### config.mk
export PLATFORM = sky130hd
export DESIGN_NAME = complex_to_polar_degrees_flat
export DESIGN_NICKNAME = d
export VERILOG_FILES = /design/src/design/cpd_pkg.sv /design/src/design/cpd_in_if.sv /design/src/design/cpd_out_if.sv /design/src/design/cpd_prep.sv /design/src/design/cpd_cordic_stage.sv /design/src/design/cpd_post.sv /design/src/design/complex_to_polar_degrees.sv /design/src/flat_wrapper.sv
export SDC_FILE = /design/constraint.sdc
export NUM_CORES = 2
export LEC_CHECK = 0
export BUFFER_PORTS_ARGS = -buffer_cell sky130_fd_sc_hd__buf_4
export CORE_MARGIN = 2
export CORE_UTILIZATION = 28
export DETAILED_ROUTE_END_ITERATION = 16
export HOLD_SLACK_MARGIN = 0.15
export MAX_ROUTING_LAYER = met4
export RECOVER_POWER = 100
export SYNTH_ARGS = -nofsm -noshare
export SYNTH_HDL_FRONTEND = slang
export SYNTH_SLANG_ARGS = --single-unit
### constraint.sdc
create_clock -name clk -period 16.5 [get_ports clk]
set_clock_uncertainty 0.15 [all_clocks]
set_input_delay 1.65 -clock clk [delete_from_list [all_inputs] [get_ports clk]]
set_output_delay 1.65 -clock clk [all_outputs]
set_load 0.05 [all_outputs]
### src/design/cpd_pkg.sv
// ----------------------------------------------------------------------------
// cpd_pkg
// Shared types, constants and helper functions for the rectangular to polar
// converter (CORDIC vectoring, phase in 1/128 degree).
// ----------------------------------------------------------------------------
package cpd_pkg;

	localparam int MAG_W      = 16;
	localparam int PHASE_W    = 17;
	localparam int GUARD_BITS = 8;
	localparam int ZW         = 26;   // angle accumulator, 2^-16 degree units
	localparam int PHASE_SHIFT = 9;   // 2^-16 deg -> 1/128 deg
	localparam int GAIN_W     = 22;
	localparam int MAG_SHIFT  = 30;

	localparam logic REQ_RECT  = 1'b0;
	localparam logic REQ_POLAR = 1'b1;

	localparam logic [GAIN_W-1:0]      INV_GAIN     = 22'd2547003;  // 1/K in Q22
	localparam logic [MAG_SHIFT-1:0]   MAG_ROUND    = 30'h2000_0000;
	localparam logic [MAG_W-1:0]       MAG_MAX      = 16'hFFFF;
	localparam logic signed [ZW-1:0]   Z_HALF_TURN  = 26'sd11796480; // 180 deg
	localparam logic signed [ZW-1:0]   Z_ROUND      = 26'sd256;
	localparam logic signed [PHASE_W-1:0] HALF_TURN = 17'sd23040;
	localparam logic signed [PHASE_W:0]   HALF_TURN_X = 18'sd23040;
	localparam logic signed [PHASE_W:0]   FULL_TURN_X = 18'sd46080;

	typedef struct packed {
		logic                      direct;  // result known without rotation
		logic [MAG_W-1:0]          mag;
		logic signed [PHASE_W-1:0] phase;
	} cpd_direct_t;

	// atan(2^-idx) in degrees, scaled by 2^16
	function automatic logic signed [ZW-1:0] atan_step(input int idx);
		logic signed [ZW-1:0] r;
		case (idx)
			0:  r = 26'sd2949120;
			1:  r = 26'sd1740967;
			2:  r = 26'sd919879;
			3:  r = 26'sd466945;
			4:  r = 26'sd234379;
			5:  r = 26'sd117304;
			6:  r = 26'sd58666;
			7:  r = 26'sd29335;
			8:  r = 26'sd14668;
			9:  r = 26'sd7334;
			10: r = 26'sd3667;
			11: r = 26'sd1833;
			12: r = 26'sd917;
			13: r = 26'sd458;
			14: r = 26'sd229;
			15: r = 26'sd115;
			16: r = 26'sd57;
			17: r = 26'sd29;
			18: r = 26'sd14;
			19: r = 26'sd7;
			20: r = 26'sd4;
			21: r = 26'sd2;
			22: r = 26'sd1;
			default: r = '0;
		endcase
		return r;
	endfunction

	// single wrap into [-180, 180] degrees
	function automatic logic signed [PHASE_W-1:0] wrap_phase(
		input logic signed [PHASE_W-1:0] p
	);
		logic signed [PHASE_W:0] pw;
		pw = (PHASE_W+1)'(p);
		if (pw > HALF_TURN_X) begin
			pw = pw - FULL_TURN_X;
		end else if (pw < -HALF_TURN_X) begin
			pw = pw + FULL_TURN_X;
		end
		return pw[PHASE_W-1:0];
	endfunction

endpackage

### src/design/cpd_in_if.sv
// ----------------------------------------------------------------------------
// cpd_in_if
// Request channel: rectangular sample or polar pair, valid/ready.
// ----------------------------------------------------------------------------
interface cpd_in_if #(
	parameter int SAMPLE_WIDTH = 16
);
	logic                                 valid;
	logic                                 ready;
	logic                                 req_type;
	logic signed [SAMPLE_WIDTH-1:0]       real_part;
	logic signed [SAMPLE_WIDTH-1:0]       imag_part;
	logic [cpd_pkg::MAG_W-1:0]            given_magnitude;
	logic signed [cpd_pkg::PHASE_W-1:0]   given_phase;

	modport source (
		output valid, req_type, real_part, imag_part, given_magnitude, given_phase,
		input  ready
	);
	modport sink (
		input  valid, req_type, real_part, imag_part, given_magnitude, given_phase,
		output ready
	);
endinterface

### src/design/cpd_out_if.sv
// ----------------------------------------------------------------------------
// cpd_out_if
// Result channel: magnitude and wrapped phase, valid/ready.
// ----------------------------------------------------------------------------
interface cpd_out_if;
	logic                               valid;
	logic                               ready;
	logic [cpd_pkg::MAG_W-1:0]          magnitude;
	logic signed [cpd_pkg::PHASE_W-1:0] phase_deg;

	modport source (
		output valid, magnitude, phase_deg,
		input  ready
	);
	modport sink (
		input  valid, magnitude, phase_deg,
		output ready
	);
endinterface

### src/design/cpd_prep.sv
// ----------------------------------------------------------------------------
// cpd_prep
// Entry stage: sign extension, left half plane fold, start angle, and the
// results that need no rotation (polar pair, sample on the real axis).
// ----------------------------------------------------------------------------
module cpd_prep #(
	parameter int SAMPLE_WIDTH = 16,
	parameter int XW           = 27
) (
	input  logic                           clk,
	input  logic                           arst_n,
	cpd_in_if.sink                         req,
	input  logic                           ready_dn,
	output logic                           v_s1,
	output logic signed [XW-1:0]           x_s1,
	output logic signed [XW-1:0]           y_s1,
	output logic signed [cpd_pkg::ZW-1:0]  z_s1,
	output cpd_pkg::cpd_direct_t           d_s1
);

	localparam int AW   = SAMPLE_WIDTH + 1;
	localparam int WIDE = 33;

	logic                          en;
	logic                          re_neg;
	logic                          im_zero;
	logic signed [XW-1:0]          re_w;
	logic signed [XW-1:0]          im_w;
	logic [AW-1:0]                 re_abs;
	logic [WIDE-1:0]               abs_w;
	logic [cpd_pkg::MAG_W-1:0]     axis_mag;
	logic signed [XW-1:0]          x_n;
	logic signed [XW-1:0]          y_n;
	logic signed [cpd_pkg::ZW-1:0] z_n;
	cpd_pkg::cpd_direct_t          d_n;

	assign en        = !v_s1 || ready_dn;
	assign req.ready = en;

	always_comb begin
		re_w    = XW'(req.real_part);
		im_w    = XW'(req.imag_part);
		re_neg  = req.real_part[SAMPLE_WIDTH-1];
		im_zero = (req.imag_part == '0);
		re_abs  = re_neg ? AW'(-re_w) : AW'(re_w);
		abs_w   = WIDE'(re_abs);
		axis_mag = (abs_w > WIDE'(cpd_pkg::MAG_MAX)) ? cpd_pkg::MAG_MAX
			: abs_w[cpd_pkg::MAG_W-1:0];

		// fold left half plane onto the right, start angle at +-180
		if (re_neg) begin
			x_n = -(re_w <<< cpd_pkg::GUARD_BITS);
			y_n = -(im_w <<< cpd_pkg::GUARD_BITS);
			z_n = req.imag_part[SAMPLE_WIDTH-1] ? -cpd_pkg::Z_HALF_TURN
				: cpd_pkg::Z_HALF_TURN;
		end else begin
			x_n = re_w <<< cpd_pkg::GUARD_BITS;
			y_n = im_w <<< cpd_pkg::GUARD_BITS;
			z_n = '0;
		end

		if (req.req_type == cpd_pkg::REQ_POLAR) begin
			d_n.direct = 1'b1;
			d_n.mag    = req.given_magnitude;
			d_n.phase  = req.given_phase;
		end else begin
			d_n.direct = im_zero;
			d_n.mag    = axis_mag;
			d_n.phase  = re_neg ? cpd_pkg::HALF_TURN : '0;
		end
	end

	always_ff @(posedge clk or negedge arst_n) begin
		if (!arst_n) begin
			v_s1 <= 1'b0;
		end else if (en) begin
			v_s1 <= req.valid;
		end
	end

	always_ff @(posedge clk) begin
		if (en && req.valid) begin
			x_s1 <= x_n;
			y_s1 <= y_n;
			z_s1 <= z_n;
			d_s1 <= d_n;
		end
	end

endmodule

### src/design/cpd_cordic_stage.sv
// ----------------------------------------------------------------------------
// cpd_cordic_stage
// One vectoring micro-rotation, registered, with its own valid bit.
// ----------------------------------------------------------------------------
module cpd_cordic_stage #(
	parameter int XW  = 27,
	parameter int IDX = 0
) (
	input  logic                           clk,
	input  logic                           arst_n,
	input  logic                           v_in,
	input  logic signed [XW-1:0]           x_in,
	input  logic signed [XW-1:0]           y_in,
	input  logic signed [cpd_pkg::ZW-1:0]  z_in,
	input  cpd_pkg::cpd_direct_t           d_in,
	output logic                           ready_up,
	input  logic                           ready_dn,
	output logic                           v_s1,
	output logic signed [XW-1:0]           x_s1,
	output logic signed [XW-1:0]           y_s1,
	output logic signed [cpd_pkg::ZW-1:0]  z_s1,
	output cpd_pkg::cpd_direct_t           d_s1
);

	localparam logic signed [cpd_pkg::ZW-1:0] ATAN = cpd_pkg::atan_step(IDX);

	logic                          en;
	logic signed [XW-1:0]          xs;
	logic signed [XW-1:0]          ys;
	logic signed [XW-1:0]          x_n;
	logic signed [XW-1:0]          y_n;
	logic signed [cpd_pkg::ZW-1:0] z_n;

	assign en       = !v_s1 || ready_dn;
	assign ready_up = en;

	// arithmetic shift gives floor division
	always_comb begin
		xs = x_in >>> IDX;
		ys = y_in >>> IDX;
		if (!y_in[XW-1]) begin
			x_n = x_in + ys;
			y_n = y_in - xs;
			z_n = z_in + ATAN;
		end else begin
			x_n = x_in - ys;
			y_n = y_in + xs;
			z_n = z_in - ATAN;
		end
	end

	always_ff @(posedge clk or negedge arst_n) begin
		if (!arst_n) begin
			v_s1 <= 1'b0;
		end else if (en) begin
			v_s1 <= v_in;
		end
	end

	always_ff @(posedge clk) begin
		if (en && v_in) begin
			x_s1 <= x_n;
			y_s1 <= y_n;
			z_s1 <= z_n;
			d_s1 <= d_in;
		end
	end

endmodule

### src/design/cpd_post.sv
// ----------------------------------------------------------------------------
// cpd_post
// Gain correction (split multiply, then sum and round), phase rounding,
// magnitude saturation and phase wrap. Last stage is the output register.
// ----------------------------------------------------------------------------
module cpd_post #(
	parameter int XW = 27
) (
	input  logic                           clk,
	input  logic                           arst_n,
	input  logic                           v_in,
	input  logic signed [XW-1:0]           x_in,
	input  logic signed [cpd_pkg::ZW-1:0]  z_in,
	input  cpd_pkg::cpd_direct_t           d_in,
	output logic                           ready_up,
	cpd_out_if.source                      rsp
);

	localparam int GW   = cpd_pkg::GAIN_W;
	localparam int LO   = XW / 2;
	localparam int HI   = XW - LO;
	localparam int PLW  = LO + GW;
	localparam int PHW  = HI + GW;
	localparam int SUMW = XW + GW + 1;

	logic                               en1;
	logic                               en2;
	logic                               v_s1;
	logic [PLW-1:0]                     plo_n;
	logic [PHW-1:0]                     phi_n;
	logic signed [cpd_pkg::ZW-1:0]      zr;
	logic signed [cpd_pkg::PHASE_W-1:0] ph_n;
	logic [PLW-1:0]                     plo_s1;
	logic [PHW-1:0]                     phi_s1;
	logic signed [cpd_pkg::PHASE_W-1:0] ph_s1;
	logic                               direct_s1;
	logic [cpd_pkg::MAG_W-1:0]          dmag_s1;
	logic [SUMW-1:0]                    sum;
	logic [SUMW-1:0]                    q;
	logic [cpd_pkg::MAG_W-1:0]          mag_n;
	logic                               v_s2;
	logic [cpd_pkg::MAG_W-1:0]          mag_s2;
	logic signed [cpd_pkg::PHASE_W-1:0] ph_s2;

	assign en2      = !v_s2 || rsp.ready;
	assign en1      = !v_s1 || en2;
	assign ready_up = en1;

	// x is non-negative after the first rotation; split it into two partials
	always_comb begin
		plo_n = PLW'(x_in[LO-1:0]) * PLW'(cpd_pkg::INV_GAIN);
		phi_n = PHW'(x_in[XW-1:LO]) * PHW'(cpd_pkg::INV_GAIN);
		zr    = z_in + cpd_pkg::Z_ROUND;
		ph_n  = d_in.direct ? d_in.phase : zr[cpd_pkg::ZW-1:cpd_pkg::PHASE_SHIFT];
	end

	always_comb begin
		sum   = (SUMW'(phi_s1) << LO) + SUMW'(plo_s1) + SUMW'(cpd_pkg::MAG_ROUND);
		q     = sum >> cpd_pkg::MAG_SHIFT;
		mag_n = (q > SUMW'(cpd_pkg::MAG_MAX)) ? cpd_pkg::MAG_MAX
			: q[cpd_pkg::MAG_W-1:0];
	end

	always_ff @(posedge clk or negedge arst_n) begin
		if (!arst_n) begin
			v_s1 <= 1'b0;
			v_s2 <= 1'b0;
		end else begin
			if (en1) begin
				v_s1 <= v_in;
			end
			if (en2) begin
				v_s2 <= v_s1;
			end
		end
	end

	always_ff @(posedge clk) begin
		if (en1 && v_in) begin
			plo_s1    <= plo_n;
			phi_s1    <= phi_n;
			ph_s1     <= ph_n;
			direct_s1 <= d_in.direct;
			dmag_s1   <= d_in.mag;
		end
		if (en2 && v_s1) begin
			mag_s2 <= direct_s1 ? dmag_s1 : mag_n;
			ph_s2  <= cpd_pkg::wrap_phase(ph_s1);
		end
	end

	assign rsp.valid     = v_s2;
	assign rsp.magnitude = mag_s2;
	assign rsp.phase_deg = ph_s2;

endmodule

### src/design/complex_to_polar_degrees.sv
// ----------------------------------------------------------------------------
// complex_to_polar_degrees
// Rectangular to polar conversion, phase in 1/128 degree, polar pair wrap.
// Pipeline: entry stage, one stage per CORDIC micro-rotation, multiply
//   stage, output register.
// Throughput: one beat per cycle; each stage holds its beat while stalled
//   and accepts a new one as soon as it is free.
// Reset: arst_n clears every valid bit; payload registers are not reset.
// ----------------------------------------------------------------------------
module complex_to_polar_degrees #(
	parameter int SAMPLE_WIDTH   = 16,
	parameter int ROTATION_STEPS = 16
) (
	input  logic      clk,
	input  logic      arst_n,
	cpd_in_if.sink    req,
	cpd_out_if.source rsp
);

	localparam int XW = SAMPLE_WIDTH + 11;

	logic                          v_c   [ROTATION_STEPS+1];
	logic                          rdy_c [ROTATION_STEPS+1];
	logic signed [XW-1:0]          x_c   [ROTATION_STEPS+1];
	logic signed [XW-1:0]          y_c   [ROTATION_STEPS+1];
	logic signed [cpd_pkg::ZW-1:0] z_c   [ROTATION_STEPS+1];
	cpd_pkg::cpd_direct_t          d_c   [ROTATION_STEPS+1];

	cpd_prep #(
		.SAMPLE_WIDTH (SAMPLE_WIDTH),
		.XW           (XW)
	) u_prep (
		.clk      (clk),
		.arst_n   (arst_n),
		.req      (req),
		.ready_dn (rdy_c[0]),
		.v_s1     (v_c[0]),
		.x_s1     (x_c[0]),
		.y_s1     (y_c[0]),
		.z_s1     (z_c[0]),
		.d_s1     (d_c[0])
	);

	for (genvar g = 0; g < ROTATION_STEPS; g++) begin : g_rot
		cpd_cordic_stage #(
			.XW  (XW),
			.IDX (g)
		) u_stage (
			.clk      (clk),
			.arst_n   (arst_n),
			.v_in     (v_c[g]),
			.x_in     (x_c[g]),
			.y_in     (y_c[g]),
			.z_in     (z_c[g]),
			.d_in     (d_c[g]),
			.ready_up (rdy_c[g]),
			.ready_dn (rdy_c[g+1]),
			.v_s1     (v_c[g+1]),
			.x_s1     (x_c[g+1]),
			.y_s1     (y_c[g+1]),
			.z_s1     (z_c[g+1]),
			.d_s1     (d_c[g+1])
		);
	end

	cpd_post #(
		.XW (XW)
	) u_post (
		.clk      (clk),
		.arst_n   (arst_n),
		.v_in     (v_c[ROTATION_STEPS]),
		.x_in     (x_c[ROTATION_STEPS]),
		.z_in     (z_c[ROTATION_STEPS]),
		.d_in     (d_c[ROTATION_STEPS]),
		.ready_up (rdy_c[ROTATION_STEPS]),
		.rsp      (rsp)
	);

endmodule
### src/flat_wrapper.sv
// flat-port wrapper written by rule: the top's interface ports become plain ports
module complex_to_polar_degrees_flat 
#(
	parameter int SAMPLE_WIDTH   = 16,
	parameter int ROTATION_STEPS = 16
)
  (clk, arst_n, req_valid, req_req_type, req_real_part, req_imag_part, req_given_magnitude, req_given_phase, req_ready, rsp_valid, rsp_magnitude, rsp_phase_deg, rsp_ready);
  cpd_in_if #(.SAMPLE_WIDTH(SAMPLE_WIDTH)) req_i ();
  cpd_out_if rsp_i ();
  input  logic clk;
  input  logic arst_n;
  input wire logic [$bits(req_i.valid)-1:0] req_valid;
  input wire logic [$bits(req_i.req_type)-1:0] req_req_type;
  input wire logic [$bits(req_i.real_part)-1:0] req_real_part;
  input wire logic [$bits(req_i.imag_part)-1:0] req_imag_part;
  input wire logic [$bits(req_i.given_magnitude)-1:0] req_given_magnitude;
  input wire logic [$bits(req_i.given_phase)-1:0] req_given_phase;
  output wire logic [$bits(req_i.ready)-1:0] req_ready;
  output wire logic [$bits(rsp_i.valid)-1:0] rsp_valid;
  output wire logic [$bits(rsp_i.magnitude)-1:0] rsp_magnitude;
  output wire logic [$bits(rsp_i.phase_deg)-1:0] rsp_phase_deg;
  input wire logic [$bits(rsp_i.ready)-1:0] rsp_ready;
  assign req_i.valid = req_valid;
  assign req_i.req_type = req_req_type;
  assign req_i.real_part = req_real_part;
  assign req_i.imag_part = req_imag_part;
  assign req_i.given_magnitude = req_given_magnitude;
  assign req_i.given_phase = req_given_phase;
  assign req_ready = req_i.ready;
  assign rsp_valid = rsp_i.valid;
  assign rsp_magnitude = rsp_i.magnitude;
  assign rsp_phase_deg = rsp_i.phase_deg;
  assign rsp_i.ready = rsp_ready;
  complex_to_polar_degrees #(.SAMPLE_WIDTH(SAMPLE_WIDTH), .ROTATION_STEPS(ROTATION_STEPS)) u_core (.clk(clk), .arst_n(arst_n), .req(req_i), .rsp(rsp_i));
endmodule
==> results.sh <==
export IMPL_synth_top_area_share_pct=43.5
export IMPL_relSlewSlack_pct=-144
export IMPL_drive_above_1_share_pct=4.06
export IMPL_cp_startpoint="u_core.g_rot[10].u_stage.y_s1[26]"
export IMPL_dieArea_sq_mm=0.470
export IMPL_wl_per_cell_um=15.8
export IMPL_ant_nets=0
export IMPL_cts_root_buf="clkbuf_16"
export IMPL_yosys_warnings=0
export IMPL_rsz0062_at_grt="false"
export IMPL_crit_chain="clkbuf_1, inv_1, o41ai_1, xnor2_1, ha_1, a21o_1, nor3_1, o21ai_0, a31oi_1, o21ai_0, a221oi_1, a2111oi_0, or3_1, a31o_2, a21oi_1, xnor2_1"
export IMPL_dr_first_iter_drc_count=5114
export IMPL_rows=250
export IMPL_clk_pin_slew_ns=0.06
export IMPL_synth_seq_cells=1900
export IMPL_hold_buffers=0
export IMPL_synth_compound_area_share_pct=13.2
export IMPL_grt_pass1_wl_um=466000
export IMPL_drcViolationCount=0
export IMPL_hold_viol=0
export IMPL_worst_pin_slew_ns=3.66
export IMPL_syn_to_final_growth_pct=11.1
export IMPL_clockBufferDepth=4
export IMPL_reg2reg_from="u_core.g_rot[10].u_stage.y_s1[26]"
export IMPL_r2r_cells=16
export IMPL_grt_use_total_pct=12.5
export IMPL_cp_max_fo=56
export IMPL_critPathKind="reg2reg"
export IMPL_synthDistinctLibCells=94
export IMPL_synth_edf_count=1881
export IMPL_post_cts_setup_buffers=0
export IMPL_hpwlAfterDp_um=233000
export IMPL_r2r_end="u_core.g_rot[11].u_stage.y_s1[26]"
export IMPL_cts_num_sinks=1900
export IMPL_syn_area_sq_mm=0.130
export IMPL_routabilityCongestion=0.879
export IMPL_min_path_type="reg2reg"
export IMPL_fmax_mhz=132
export IMPL_antenna_found_initial=9
export IMPL_startpoint_type="register"
export IMPL_period_share_pct=46.0
export IMPL_core_sq_mm=0.463
export IMPL_cp_required_ns=16.92
export IMPL_fp_dieW_um=685
export IMPL_layout_nets=14000
export IMPL_ys_flop_type="edfxtp_1"
export IMPL_die_y_um=685
export IMPL_maxCapViolCount=53
export IMPL_critPathBufInv=2
export IMPL_worst_setup_path_end_kind="register"
export IMPL_synth_simple_area_share_pct=11.8
export IMPL_slowest_stage="clkbuf_1"
export IMPL_h_tree_depth=4
export IMPL_failed_checks="max-capacitance violations, max-slew violations"
export IMPL_critical_path_top_delay_family="buffers and inverters"
export IMPL_drt_total_wl_um=294000
export IMPL_async_flop_share_pct=1.00
export IMPL_cts_resized=0
export IMPL_hold_path_startpoint="u_core.g_rot[0].u_stage.d_s1[21]"
export IMPL_syn_inst=12000
export IMPL_port_buffers=104
export IMPL_io_pins=105
export IMPL_reg2reg_slack_ns=8.91
export IMPL_synth_fa_ha_area_share_pct=17.7
export IMPL_cts_made_buffers=200
export IMPL_first_global_vias=84700
export IMPL_setup_violations=0
export IMPL_grt_overflow=0
export IMPL_via_count=87000
export IMPL_via_per_inst=4.69
export IMPL_start_util_pct=28.1
export IMPL_synth_mux_area_share_pct=0.586
export IMPL_whs_endpoint="u_core.g_rot[1].u_stage.d_s1[21]"
export IMPL_grt_start_max_net_pins=74
export IMPL_avgSynthCellArea_sq_um=10.8
export IMPL_outcome="complete, but fails checks"
export IMPL_clkLatencyLatePin_ns=0.88
export IMPL_synth_area_leaders="edfxtp_1, ha_1, xnor2_1"
export IMPL_tns_ns=0
export IMPL_yosysTopAreaCell="edfxtp_1"
export IMPL_cts_tree="done"
export IMPL_yosysSeqAreaShare_pct=43.8
export IMPL_slowest_delay_ns=1.88
export IMPL_min_period_ns=7.59
export IMPL_drt_first_pass_iters=5
export IMPL_synth_top_family_by_area="adder cells"
export IMPL_arrival_ns=8.01
export IMPL_slew_violations=2713
export IMPL_synth_xor_area_share_pct=10.2
export IMPL_hold_depth=0
## per-stage QoR
step	hold slack, ns	cell area [sq um]	util [%]	cells	worst slack [ns]
floorplan	0.250	130000	-	12000	8.44
finish	0.230	144000	31.2	18600	8.91
global placement	0.251	138000	29.9	18200	9.18
CTS	0.221	145000	31.3	18600	9.04
global route	0.226	144000	31.2	18600	8.28
detailed placement	0.255	138000	29.9	18200	9.05
## per-layer routing
layer  global-route usage, %  share of wire [%]  vias up
met3                    1.29                3.1      454
met2                    20.7                 47     1273
met5                       -                  0        -
met1                    16.2                 47    41000
met4                    3.64                3.3        0
li1                        -                  -    44200
## cells in the mapped netlist, types with 22 or more instances
cell type  count
a211o_1       25
a211oi_1      77
a21boi_0      32
a21o_1       345
a21oi_1      975
a31o_2        34
a31oi_1      114
a41oi_1       23
and2_1        96
and3_1       128
clkbuf_1     111
edfxtp_1    1881
fa_1         264
ha_1        1411
inv_1        812
mux2_2        41
mux2i_1       30
nand2_1      562
nand2b_1     148
nand3_1      208
nand3b_1      22
nand4_1       46
nor2_1      1071
nor2b_1      171
nor3_1       399
nor3b_1       26
nor4_1        76
o2111ai_1     31
o211ai_1      43
o21a_1       147
o21ai_0      427
o21bai_1     138
o31ai_1       51
o41ai_1       50
or2_2         51
or3_1        106
or4_1         29
xnor2_1     1012
xor2_1       499
## kinds of logic (layout without fill, tap and decap cells)
kind of cell	count (synthesis)	count (layout)
other	1	10
AOI/OAI and AO/OA	2694	2694
DFF	1900	1900
muxes	71	71
xor gates and xnor gates	1511	1511
adders and majority gates	1675	1675
and+or+nand+nor	3186	3186
buffers and inverters	951	1337
## sequential cells by signal, indices dropped and copies added, names as in the netlist, 17 cells and up
signal,flops
u_core.g_rot.u_stage.d_s1,544
u_core.g_rot.u_stage.x_s1,410
u_core.g_rot.u_stage.y_s1,364
u_core.g_rot.u_stage.z_s1,363
u_core.u_post.ph_s1,17
u_core.u_post.phi_s1,36
u_core.u_post.plo_s1,22
u_core.u_post.rsp.phase_deg,17
u_core.u_prep.d_s1,34
u_core.u_prep.x_s1,19
u_core.u_prep.y_s1,19
## final cells by class
type | count | area, sq um
inverter | 817 | 3070
antenna | 8 | 20.0
clock inverter | 120 | 1170
fill | 47200 | 319000
tap | 6174 | 7720
sequential | 1900 | 57000
multi-input combinational | 9139 | 69400
clock buffer | 236 | 5230
timing repair buffer | 164 | 886
## cell usage in the layout, fill, tap and decap left out, types with 36 or more instances in the layout
master     Yosys  routed
edfxtp_1    1881    1881
a21o_1       345     345
a211oi_1      77      78
and2_0         1      45
xor2_1       499     499
nor4_1        76      76
ha_1        1411    1411
clkbuf_1     111     124
a21oi_1      975     975
or3_1        106     106
a31oi_1      114     114
nor3_1       399     399
nor2_1      1071    1071
and2_1        96      52
or2_2         51      51
o21ai_0      427     434
clkbuf_16      0     204
xnor2_1     1012    1012
o211ai_1      43      43
o21bai_1     138     138
clkinv_2       0      36
o31ai_1       51      52
clkinv_1       5      37
nand3_1      208     208
nand2b_1     148     148
and3_1       128     128
nand4_1       46      46
buf_4          1      71
o41ai_1       50      56
o21a_1       147     147
nor2b_1      171     166
inv_1        812     812
fa_1         264     264
nand2_1      562     562
## worst reg2reg max path, delay by kind of cell (launching register included)
kind / cells / cell delay, ns
simple gates: 2 / 0.62
fa+ha+maj: 1 / 0.36
xor+xnor: 2 / 0.32
compound gates: 9 / 2.64
buf+inv: 2 / 2.87
flops: 1 / 0.32
## how the worst max path moves through the flow
stage / to / slack, ns / cells after the start
final: u_core.g_rot[11].u_stage.y_s1[26] / 8.91 / 16
after global routing: u_core.g_rot[11].u_stage.y_s1[26] / 8.28 / 16
after CTS: u_core.u_post.phi_s1[35] / 9.04 / 19
after detailed placement: u_core.u_post.phi_s1[35] / 9.05 / 19
after global placement: u_core.u_post.phi_s1[35] / 9.18 / 21
after floorplan: u_core.g_rot[3].u_stage.d_s1[0] / 8.44 / 6
Power is not shown: default switching activity piles up to over one toggle a cycle in this logic, so the estimate is an artifact.
